## src/psc_pkg.sv

```systemverilog
// Shared types, codes and arithmetic helpers for the circle-actor physics block.
package psc_pkg;

  localparam int MAX_ACTORS_DEF = 8;
  localparam int CMPW = 5;
  localparam int DIV_NW = 49;
  localparam int DIV_DW = 32;
  localparam int CFG_IW = 2;
  localparam int Q16_SH = 16;

  localparam logic [2:0] OP_ADD  = 3'd0;
  localparam logic [2:0] OP_SETV = 3'd1;
  localparam logic [2:0] OP_SETF = 3'd2;
  localparam logic [2:0] OP_SETA = 3'd3;
  localparam logic [2:0] OP_STEP = 3'd4;

  localparam logic [2:0] KIND_ADDED = 3'd0;
  localparam logic [2:0] KIND_FULL  = 3'd1;
  localparam logic [2:0] KIND_SET   = 3'd2;
  localparam logic [2:0] KIND_UPD   = 3'd3;
  localparam logic [2:0] KIND_NONE  = 3'd4;

  localparam logic [CFG_IW-1:0] CFG_GX = 2'd0;
  localparam logic [CFG_IW-1:0] CFG_GY = 2'd1;
  localparam logic [CFG_IW-1:0] CFG_GZ = 2'd2;

  localparam logic [30:0] MASS_ONE = 31'h0001_0000;

  typedef logic signed [67:0] wide_t;

  typedef struct packed {
    logic [2:0][31:0] pos;
    logic [2:0][31:0] vel;
    logic [2:0][31:0] frc;
    logic [30:0]      mass;
    logic [30:0]      rad;
  } rec_t;

  function automatic logic signed [31:0] sat32(input wide_t v);
    logic signed [31:0] r;
    if (v > 68'sd2147483647) r = 32'sh7FFF_FFFF;
    else if (v < -68'sd2147483648) r = 32'sh8000_0000;
    else r = 32'(v);
    return r;
  endfunction

  function automatic logic [31:0] mag33(input logic signed [32:0] v);
    logic [32:0] m;
    m = v[32] ? 33'(-v) : 33'(v);
    return m[31:0];
  endfunction

endpackage

```

## src/psc_div.sv

```systemverilog
// Restoring serial divider, one quotient bit per cycle.
module psc_div #(
  parameter int NW = psc_pkg::DIV_NW,
  parameter int DW = psc_pkg::DIV_DW
) (
  input  logic          clk,
  input  logic          rst_n,
  input  logic          start,
  input  logic [NW-1:0] num,
  input  logic [DW-1:0] den,
  output logic          done,
  output logic [NW-1:0] quo
);
  localparam int CNTW = $clog2(NW + 1);

  logic            busy_r;
  logic            done_r;
  logic [CNTW-1:0] cnt_r;
  logic [DW:0]     rem_r;
  logic [DW-1:0]   den_r;
  logic [NW-1:0]   q_r;
  logic [DW:0]     rem_sh;
  logic            ge;

  assign rem_sh = {rem_r[DW-1:0], q_r[NW-1]};
  assign ge     = rem_sh >= {1'b0, den_r};

  always_ff @(posedge clk) begin
    if (!rst_n) begin
      busy_r <= 1'b0;
      done_r <= 1'b0;
    end else begin
      done_r <= 1'b0;
      if (start) begin
        busy_r <= 1'b1;
        cnt_r  <= '0;
        rem_r  <= '0;
        den_r  <= den;
        q_r    <= num;
      end else if (busy_r) begin
        rem_r <= ge ? rem_sh - {1'b0, den_r} : rem_sh;
        q_r   <= {q_r[NW-2:0], ge};
        cnt_r <= cnt_r + 1'b1;
        if (cnt_r == CNTW'(NW - 1)) begin
          busy_r <= 1'b0;
          done_r <= 1'b1;
        end
      end
    end
  end

  assign done = done_r;
  assign quo  = q_r;
endmodule

```

## config.mk

```make
export PLATFORM = sky130hd
export DESIGN_NAME = psc_div
export DESIGN_NICKNAME = d
export VERILOG_FILES = /design/src/psc_pkg.sv /design/src/psc_div.sv
export SDC_FILE = /design/constraint.sdc
export NUM_CORES = 1
export LEC_CHECK = 0
export BUFFER_PORTS_ARGS = -buffer_cell sky130_fd_sc_hd__buf_2
export CAP_MARGIN = 20
export CORE_MARGIN = 4
export CORE_UTILIZATION = 60
export DETAILED_ROUTE_END_ITERATION = 7
export GPL_ROUTABILITY_DRIVEN = 0
export PLACE_DENSITY = 0.89
export SLEW_MARGIN = 10
export SYNTH_ARGS = -nofsm -noshare
export SYNTH_HDL_FRONTEND = slang
export SYNTH_SLANG_ARGS = --single-unit
```

## constraint.sdc

```tcl
create_clock -name clk -period 5.8 [get_ports clk]
set_clock_uncertainty 0.05 [all_clocks]
set_input_delay 0.29 -clock clk [delete_from_list [all_inputs] [get_ports clk]]
set_output_delay 0.29 -clock clk [all_outputs]
set_load 0.02 [all_outputs]
```

==> key figures, run 1 <==
Placed design
  • HPWL Detailed: 11300 microns
  • Placement Cell Area: ~7600 sq um
  • Placed cells: 824
  • Port bufs: 133

Clock network
  • Post CTS Setup Buffer Count: 0
  • Clk_lat worst skew: between 0.4 and 0.5 ns
  • H-Tree Depth: 4
  • Cts repair resizes: 0
  • Num CTS Buffers: 17
  • CTS tree: yes
  • Reg clk slew, reported paths: 0.06 ns
  • CTS Hold Bufs: 31
  • Max Buffers Root-to-Sink: 2
  • CTS Root Cell: clkbuf_16
  • Clock Sink Count: about 120

Power and ir drop
  • Switching share of power: 0.292
  • Pwr Total: between 2 and 3 mW
  • Clock power share: 0.382
  • Leakage: 3.58 nW
  • Maximum vdd drop: around 0.24 mV
  • Sequential power share: 0.393
  • Combinational share of power: 0.225
  • Cell-internal power: 1.96 mW
  • Power density over the cells: ~330 nW/um^2
  • P_sw: roughly 0.81 mW

Floorplan
  • I/O Pins: 134
  • Die height: approximately 110 microns
  • Die W: 114 microns
  • Cell row count: 38
  • Core area: 10900 sq um
  • Initial core utilization: 0.618
  • Overall die area: 13000 sq um

Detailed routing
  • Routed Antenna Nets: 0
  • DRT Pass-1 Iters: 7
  • Via count: 5256
  • WL final: 17000 microns
  • WL/cell: 19.2 microns
  • # DRC: 0
  • 1st-iter DRT viols: 440
  • Vias per inst: between 5 and 6

STA
  • RSZ-0062 raised after global routing: no
  • Slew HR: 0.470
  • Slew @ Worst Pin: 0.775 ns
  • Slew Limit Fails: 0
  • Fmax achieved: about 280 MHz
  • Final hold vios: 0
  • Finish-stage setup viols: 0
  • Fin Setup TNS: 0 ns
  • Minimum clock period: 3.56 ns
  • Final period util: 0.613

Synthesis
  • Synthesized Nets: 683
  • Top FF cell, synth: edfxtp_1
  • Mapped cell area: roughly 6800 sq um
  • Synthesized instance count: 564
  • Synth Register Bits: 121
  • Mapped Avg Cell Area: 12.0 sq um
  • Post-synth ARST share: 0
  • Number of flops mapped to enable cells by yosys: 119
  • Distinct cells, synth: slightly above 60
  • Register area share after synthesis: 0.535
  • Syn. warnings: 0

GRT
  • Gr ovfl total: 0
  • Vias in the first global route: 5565
  • Largest net degree at the start of global routing: 57
  • Initial antenna violation count: 1
  • Tot GR Track Use: 0.274
  • First-pass GRT wire length: ~28000 microns

Critical path
  • Critical Path Source Type: flop
  • Req. time, crit path: 5.93 ns
  • Worst r2r path cells: 9
  • Kind of critical path: reg -> reg
  • Crit Reg-Reg Startpoint: rem_r[7]
  • Crit path max fanout: 12
  • Worst Setup SP: rem_r[7]
  • Worst EP arrival: 3.69 ns
  • CP Capture Type: flop

Finish
  • Layout Nets: 853
  • Area grow syn2layout: 25.1%
  • Layout fillers: about 680
  • Non-filler cells, final: 887
  • Share of post-route cells with drive strength above 1: 0.308
  • Area of the multi-input gates: roughly 2900 sq um
  • Final core utilization: 0.773
  • Post-route cell area: around 8500 sq um
  • Storage cell area: 3610 sq um
  • Number of diodes: 0

Worst hold path
  • Hold path startpoint: den[18]
  • Hold Path Class: in -> reg
  • Hold depth: 1

Status
  • Outcome: finished clean

Run
  • Max cap viols: 0
critical path, stage by stage, from the launching register on:
cell and delay (ns):
edfxtp_1 0.41, ha_1 0.41, a21o_1 0.22, a21o_1 0.18
a221oi_2 0.27, o21ai_2 0.18, a21bo_4 0.26, a41oi_2 0.67
nor2_1 0.34, a32o_1 0.32
state kept, by name, summed over array words and instances (netlist names):
name    count
rem_r      32
cnt_r       6
busy_r      1
den_r      32
quo        49
done        1
kinds of logic (layout without fill, tap and decap cells):
group,count (synthesis),after routing,synth area share
adder cells (fa/ha/maj),35,35,0.0659
XOR/XNOR,27,27,0.0350
multiplexers,66,66,0.107
buffers and inverters,59,242,0.0354
flip-flops,121,121,0.535
AND/OR/NAND/NOR,134,134,0.0974
AO/OA/AOI/OAI,122,122,0.125
synthesized netlist by cell type (all sizes together) (11+ instances only):
cell	number	share of area
nand2	27	0.015
buf	11	0.0087
xor2	11	0.014
nor2	45	0.025
edfxtp	119	0.53
inv	42	0.023
mux2i	18	0.027
a21o	11	0.012
ha	34	0.063
o21ai	20	0.015
a21oi	41	0.030
xnor2	16	0.021
mux2	48	0.080
metal layers:
metal / vias to the layer above / global-route usage / part of all wire
li1: 2455 / - / -
met1: 2513 / 0.305 / 0.38
met2: 248 / 0.480 / 0.51
met3: 38 / 0.0936 / 0.084
met4: 2 / 0.113 / 0.026
met5: - / 0 / 0.00076
area by class of cell:
cell class,instances,share of cell area
clock buffer,19,0.0524
clock inverter,13,0.0170
inverter,42,0.0186
multi-input combinational,384,0.345
sequential,121,0.427
tap,140,0.0207
timing repair buffer,168,0.119
final timing paths:
| path | slack (ns) | to |
|---|---|---|
| worst max register to register | 2.24 | rem_r[30] |
| worst min-delay path | 0.01 | den_r[18] |
| worst min register to register | 0.45 | done |
| worst max-delay path | 2.24 | rem_r[30] |
power groups by stage:
| stage | sequential [mW] | combinational [mW] | clock (mW) |
|---|---|---|---|
| 2_1_floorplan | 1.12 | 0.418 | 0 |
| 3_3_place_gp | 1.10 | 0.568 | 0 |
| 3_5_place_dp | 1.10 | 0.589 | 0 |
| 4_1_cts | 1.09 | 0.617 | 1.07 |
| 5_1_grt | 1.10 | 0.687 | 1.11 |
| 6_report | 1.09 | 0.624 | 1.06 |
through the flow:
stage	setup WS (ns)	hold slack [ns]
CTS	2.28	0.00302
detailed placement	2.34	0.399
global placement	2.42	0.384
floorplan	2.63	0.339
finish	2.24	0.0128
global route	2.01	0.0117
layout by cell type (no fill, tap or decap), types with 3 or more instances in the layout:
cell type	netlist	layout
mux2i_1	18	18
nand3b_1	3	3
xor2_1	11	11
and3_1	4	4
inv_1	42	42
nor3_1	8	8
nor2b_1	6	6
inv_6	0	3
a21boi_0	3	3
clkinvlp_4	0	4
nand3_1	10	10
edfxtp_1	119	119
ha_1	34	34
nand2_1	27	27
buf_2	5	132
o211ai_1	3	3
a22o_1	4	4
buf_4	1	5
clkbuf_16	0	17
a211o_1	3	3
o21a_1	7	6
a21o_1	11	11
nor4_1	3	3
mux2_2	48	48
a21oi_1	41	41
a211oi_1	6	6
nand2b_1	5	5
nand4_1	6	6
o21ai_0	17	17
and2_1	7	7
nand4b_1	3	3
dlygate4sd3_1	0	31
nor2_1	44	44
xnor2_1	16	16
(Power assumes the default switching activity.)
==> inputs of run 2 (changes only) <==
Settings changed: CORE_UTILIZATION 60 to 56, PLACE_DENSITY 0.89 to 0.84.
Clock period 5.8 ns to 3.5 ns, I/O delays scaled along.
==> run 2 against run 1 <==
Against the previous run: count of clock-buffer cells in the layout grew 2; final area grew 3.6%; power grew 64%; wire length grew 3.1%; critical path type unchanged; via count grew 2.1%; register-to-register slack lost 1.9 ns; fmax grew 11%; critical path depth is the same; first-iteration DRC count shrank 11%.
==> key figures, run 2 (synthesis gave the netlist of run 1 again) <==
Status
  • Outcome: finished clean

Power and ir drop
  • Switching share of power: 0.289
  • Clock power share: 0.367
  • Leakage: 3.73 nW
  • Combinational share of power: 0.234
  • Power density over the cells: 518 nW/um^2
  • P_sw: 1.31 mW
  • Sequential power share: 0.399
  • Pwr Total: 4.54 mW
  • Cell-internal power: approximately 3.2 mW
  • Maximum vdd drop: between 0.4 and 0.5 mV

Clock network
  • Max Buffers Root-to-Sink: 2
  • Clock Sink Count: between 100 and 150
  • CTS tree: yes
  • H-Tree Depth: 4
  • Clk_lat worst skew: 0.42 ns
  • Num CTS Buffers: 17
  • Reg clk slew, reported paths: ~0.060 ns
  • CTS Root Cell: clkbuf_16
  • Post CTS Setup Buffer Count: 0

Detailed routing
  • Met2 Wirelength: approximately 9000 microns
  • WL/cell: roughly 19 microns
  • Post-route met1 wirelength: 7070 microns
  • # DRC: 0
  • WL final: 17500 microns
  • Routed wl met3: 1310 microns
  • 1st-iter DRT viols: just under 400
  • Routed Antenna Nets: 0
  • Vias per inst: 5.82
  • Via count: 5369
  • DRT Pass-1 Iters: 5
  • Max layer used: met4

Critical path
  • Max incr delay on CP: 0.48 ns
  • CP top delay family: compound AO/OA/AOI/OAI gates
  • Crit Reg-Reg Startpoint: rem_r[7]
  • Worst EP arrival: 3.32 ns
  • WP buf/inv: 0
  • Req. time, crit path: 3.62 ns
  • Critical Path Source Type: flop
  • Cell Chain, Critical Path: ha_1 -> a21o_1 -> a21o_1 -> a221oi_2 -> o21ai_2 -> a21bo_4 -> a41oi_2 -> nor2_1 -> a32o_1
  • Most used cell, CP: a21o_1
  • Kind of critical path: reg -> reg
  • CP Capture Type: flop
  • Crit path max fanout: 10
  • Slowest-stage cell, CP: a41oi_2
  • Worst Setup SP: rem_r[7]

Floorplan
  • Core area: 11600 sq um
  • I/O Pins: 134
  • Die height: 118 microns
  • Overall die area: 13900 sq um
  • Initial core utilization: 0.582
  • Die W: around 120 microns
  • Cell row count: 39

Finish
  • Number of diodes: 0
  • Most common cell after layout, fill and taps aside: buf_2
  • Share of post-route cells with drive strength above 1: 0.299
  • Max reg flops: 49
  • Layout Nets: 886
  • Non-filler cells, final: 923
  • Area grow syn2layout: 29.7%
  • Most frequent cells in the layout: 132 x buf_2, 119 x edfxtp_1, 60 x dlygate4sd3_1, 48 x mux2_2, 44 x nor2_1

STA
  • Slew Limit Fails: 0
  • Final hold vios: 0
  • Fin Setup TNS: 0 ns
  • Final period util: 0.915
  • Slew HR: 0.272
  • Minimum clock period: 3.20 ns
  • Slew @ Worst Pin: 1.09 ns
  • Finish-stage setup viols: 0
  • Fmax achieved: 312 MHz
  • RSZ-0062 raised after global routing: no

Placed design
  • Placed cells: 831
  • Port bufs: 133
  • HPWL Detailed: between 10000 and 15000 microns

Run
  • Max cap viols: 0

GRT
  • Gr ovfl total: 0
  • Vias in the first global route: roughly 5.5k
  • Initial antenna violation count: 0
  • First-pass GRT wire length: 28400 microns
  • Tot GR Track Use: 0.257
  • Largest net degree at the start of global routing: 94

Worst hold path
  • Hold path startpoint: num[34]
  • Hold Path Class: in -> reg
run 2: changes by cell type in the layout (fill, tap and decap cells not counted), moves of 2 or more:
cell	previous run	this run
dlygate4sd3_1	31	60
inv_6	3	1
buf_4	5	8
clkinvlp_4	4	1
clkinv_2	2	5
run 2: final timing paths:
path | to | slack [ns] | cells past startpoint
max | rem_r[30] | 0.30 | 9
min | quo[34] | 0.008 | 2
max reg2reg | rem_r[30] | 0.30 | 9
min reg2reg | done | 0.41 | 2
run 2: power groups by stage:
stage | clock, mW | sequential, mW | combinational (mW)
final | 1.66 | 1.81 | 1.06
after global routing | 1.74 | 1.82 | 1.17
after CTS | 1.67 | 1.81 | 1.04
after detailed placement | 0 | 1.83 | 0.985
after global placement | 0 | 1.83 | 0.955
after floorplan | 0 | 1.86 | 0.692
run 2: per-stage QoR:
step	hold slack [ns]	setup slack [ns]	instance area, sq um	utilization
finish	0.00792	0.297	8760	0.754
global route	0.00909	0.0782	8760	0.754
CTS	0.00154	0.328	8750	0.754
detailed placement	0.304	0.345	7600	0.655
global placement	0.304	0.475	7600	0.655
floorplan	0.224	0.449	6760	-
run 2: final cells by class:
type | instances | area, sq um
repair buffers | 201 | 1340
flip-flops and latches | 121 | 3610
fillers | 722 | 2850
well taps | 143 | 179
multi-input cells | 384 | 2910
inverters | 42 | 158
clock inverters | 11 | 97.6
clock buffers | 21 | 460
run 2: what timing repair did:
item                                   in CTS  in global routing
gates resized for setup                     0                  0
endpoints found under the hold margin      59                  1
hold buffers                               59                  1
run 2: per-layer routing:
| metal | global-route usage | vias up |
|---|---|---|
| met2 | 0.438 | 242 |
| li1 | - | 2517 |
| met4 | 0.0842 | 0 |
| met3 | 0.0822 | 40 |
| met1 | 0.309 | 2570 |
| met5 | 0 | - |
==> inputs of run 3 (changes only) <==
Settings changed: CORE_ASPECT_RATIO set to 0.9, HOLD_SLACK_MARGIN set to 0.02.
==> run 3 against run 2 <==
Against the previous run: fmax shrank 1.1%; final cell count is 3.3% higher; via count up 2.9%; sequential power about the same; sequential share of layout area decreased by 0.94 points; global-route usage is 2.8 points higher; utilization up 1.7 points; power is 2.6% higher; first-iteration DRC count is 48% higher; register-to-register slack got worse by 0.04 ns.
==> key figures, run 3 (synthesis gave the netlist of run 1 again) <==
Status
  • Outcome: finished clean

STA
  • Final hold vios: 0
  • Minimum clock period: 3.24 ns
  • Slew HR: 0.577
  • RSZ-0062 raised after global routing: no
  • Final period util: 0.925
  • Finish-stage setup viols: 0
  • Fmax achieved: 309 MHz
  • Slew @ Worst Pin: 0.618 ns
  • Slew Limit Fails: 0
  • Tightest hold margin: 0.0452 ns
  • Fin Setup TNS: 0 ns

Floorplan
  • Die W: roughly 120 microns
  • Die height: around 110 microns
  • Cell row count: 37
  • I/O Pins: 134
  • Initial core utilization: 0.582
  • Core area: about 12000 sq um
  • Overall die area: 13900 sq um

GRT
  • Largest net degree at the start of global routing: 52
  • Tot GR Track Use: 0.285
  • Gr ovfl total: 0
  • Vias in the first global route: 5679
  • First-pass GRT wire length: about 30000 microns
  • Initial antenna violation count: 0

Power and ir drop
  • Power density over the cells: 519 nW/um^2
  • Leakage: between 3 and 4 nW
  • Maximum vdd drop: ~0.34 mV

Detailed routing
  • Routed wl met3: 1570 microns
  • WL final: ~19000 microns
  • WL/cell: between 20 and 25 microns
  • Max layer used: met4
  • 1st-iter DRT viols: between 500 and 600
  • Via count: 5526
  • Routed Antenna Nets: 0
  • # DRC: 0
  • Post-route met1 wirelength: 7540 microns
  • Vias per inst: 5.80
  • Met2 Wirelength: about 9400 microns
  • DRT Pass-1 Iters: 5

Critical path
  • Worst EP arrival: 3.37 ns
  • Worst r2r path cells: 9
  • Req. time, crit path: 3.63 ns
  • Crit path max fanout: 8
  • Critical Path Source Type: flop
  • Kind of critical path: reg -> reg
  • CP Capture Type: flop

Clock network
  • Reg clk slew, reported paths: 0.06 ns
  • Cts repair resizes: 0
  • H-Tree Depth: 4
  • Clk_lat worst skew: 0.43 ns
  • CTS Root Cell: clkbuf_16
  • Num CTS Buffers: 17
  • Clock Sink Count: 121
  • Max Buffers Root-to-Sink: 2
  • CTS tree: yes

Placed design
  • HPWL Detailed: 11500 microns
  • Port bufs: ~130

Finish
  • Layout Nets: 903
  • Number of diodes: 0
  • Area grow syn2layout: 32.7%
  • Max reg flops: 49
  • Most common cell after layout, fill and taps aside: buf_2
  • Most frequent cells in the layout: 132 x buf_2, 119 x edfxtp_1, 76 x dlygate4sd3_1, 48 x mux2_2, 44 x nor2_1
  • Share of post-route cells with drive strength above 1: 0.294

Worst hold path
  • Hold depth: 2
  • Hold Path Class: in -> reg

Run
  • Max cap viols: 0
run 3: cell types whose count changed in the layout (fill, tap and decap cells not counted):
cell           delta
clkbuf_8          -2
inv_6             +3
dlygate4sd3_1    +16
bufinv_16         +1
clkinvlp_4        +2
clkinv_2          -3
buf_4             +1
clkinv_4          -1
run 3: repair_timing:
item / 4_1_cts / 5_1_grt
endpoints found under the hold margin: 73 / 3
hold buffers: 73 / 3
setup buffers: 0 / 0
run 3: cell type report:
cell class | instances | area, sq um
multi-input combinational | 384 | 2910
tap | 156 | 195
fill | 696 | 2650
sequential | 121 | 3610
clock buffer | 19 | 433
inverter | 42 | 158
clock inverter | 13 | 145
timing repair buffer | 218 | 1510
run 3: report_power, final:
part / switching [mW] / internal [mW]
clock network: 0.686 / 1.05
logic: 0.617 / 0.484
registers: 0.0679 / 1.75
run 3: metrics by stage:
stage	power (mW)	instance area [sq um]	instances	setup slack, ns	util
after global routing	4.84	8970	953	0.106	0.772
final	4.66	8970	953	0.261	0.772
after global placement	2.78	7630	845	0.464	0.656
after detailed placement	2.82	7630	845	0.324	0.656
after CTS	4.60	8940	950	0.281	0.769
after floorplan	2.56	6760	564	0.449	-
run 3: worst paths after layout:
check	startpoint	endpoint	slack, ns
worst max-delay path	rem_r[5]	rem_r[30]	0.26
worst min-delay path	num[17]	quo[17]	0.05
worst max register to register	rem_r[5]	rem_r[30]	0.26
worst min register to register	busy_r	done	0.44
run 3: per-layer routing:
layer / vias up / track usage
met5: - / 0
met4: 0 / 0.105
met3: 51 / 0.0887
met2: 290 / 0.476
met1: 2634 / 0.345
li1: 2551 / -
run 3: worst max-delay path: stages (launching register included):
cell      delay [ns]
edfxtp_1        0.43
ha_1            0.42
a21oi_1         0.23
nand2_1         0.11
a221oi_2        0.30
o21ai_2         0.17
a21bo_4         0.27
a41oi_2         0.49
nor2_1          0.25
a32o_1          0.28
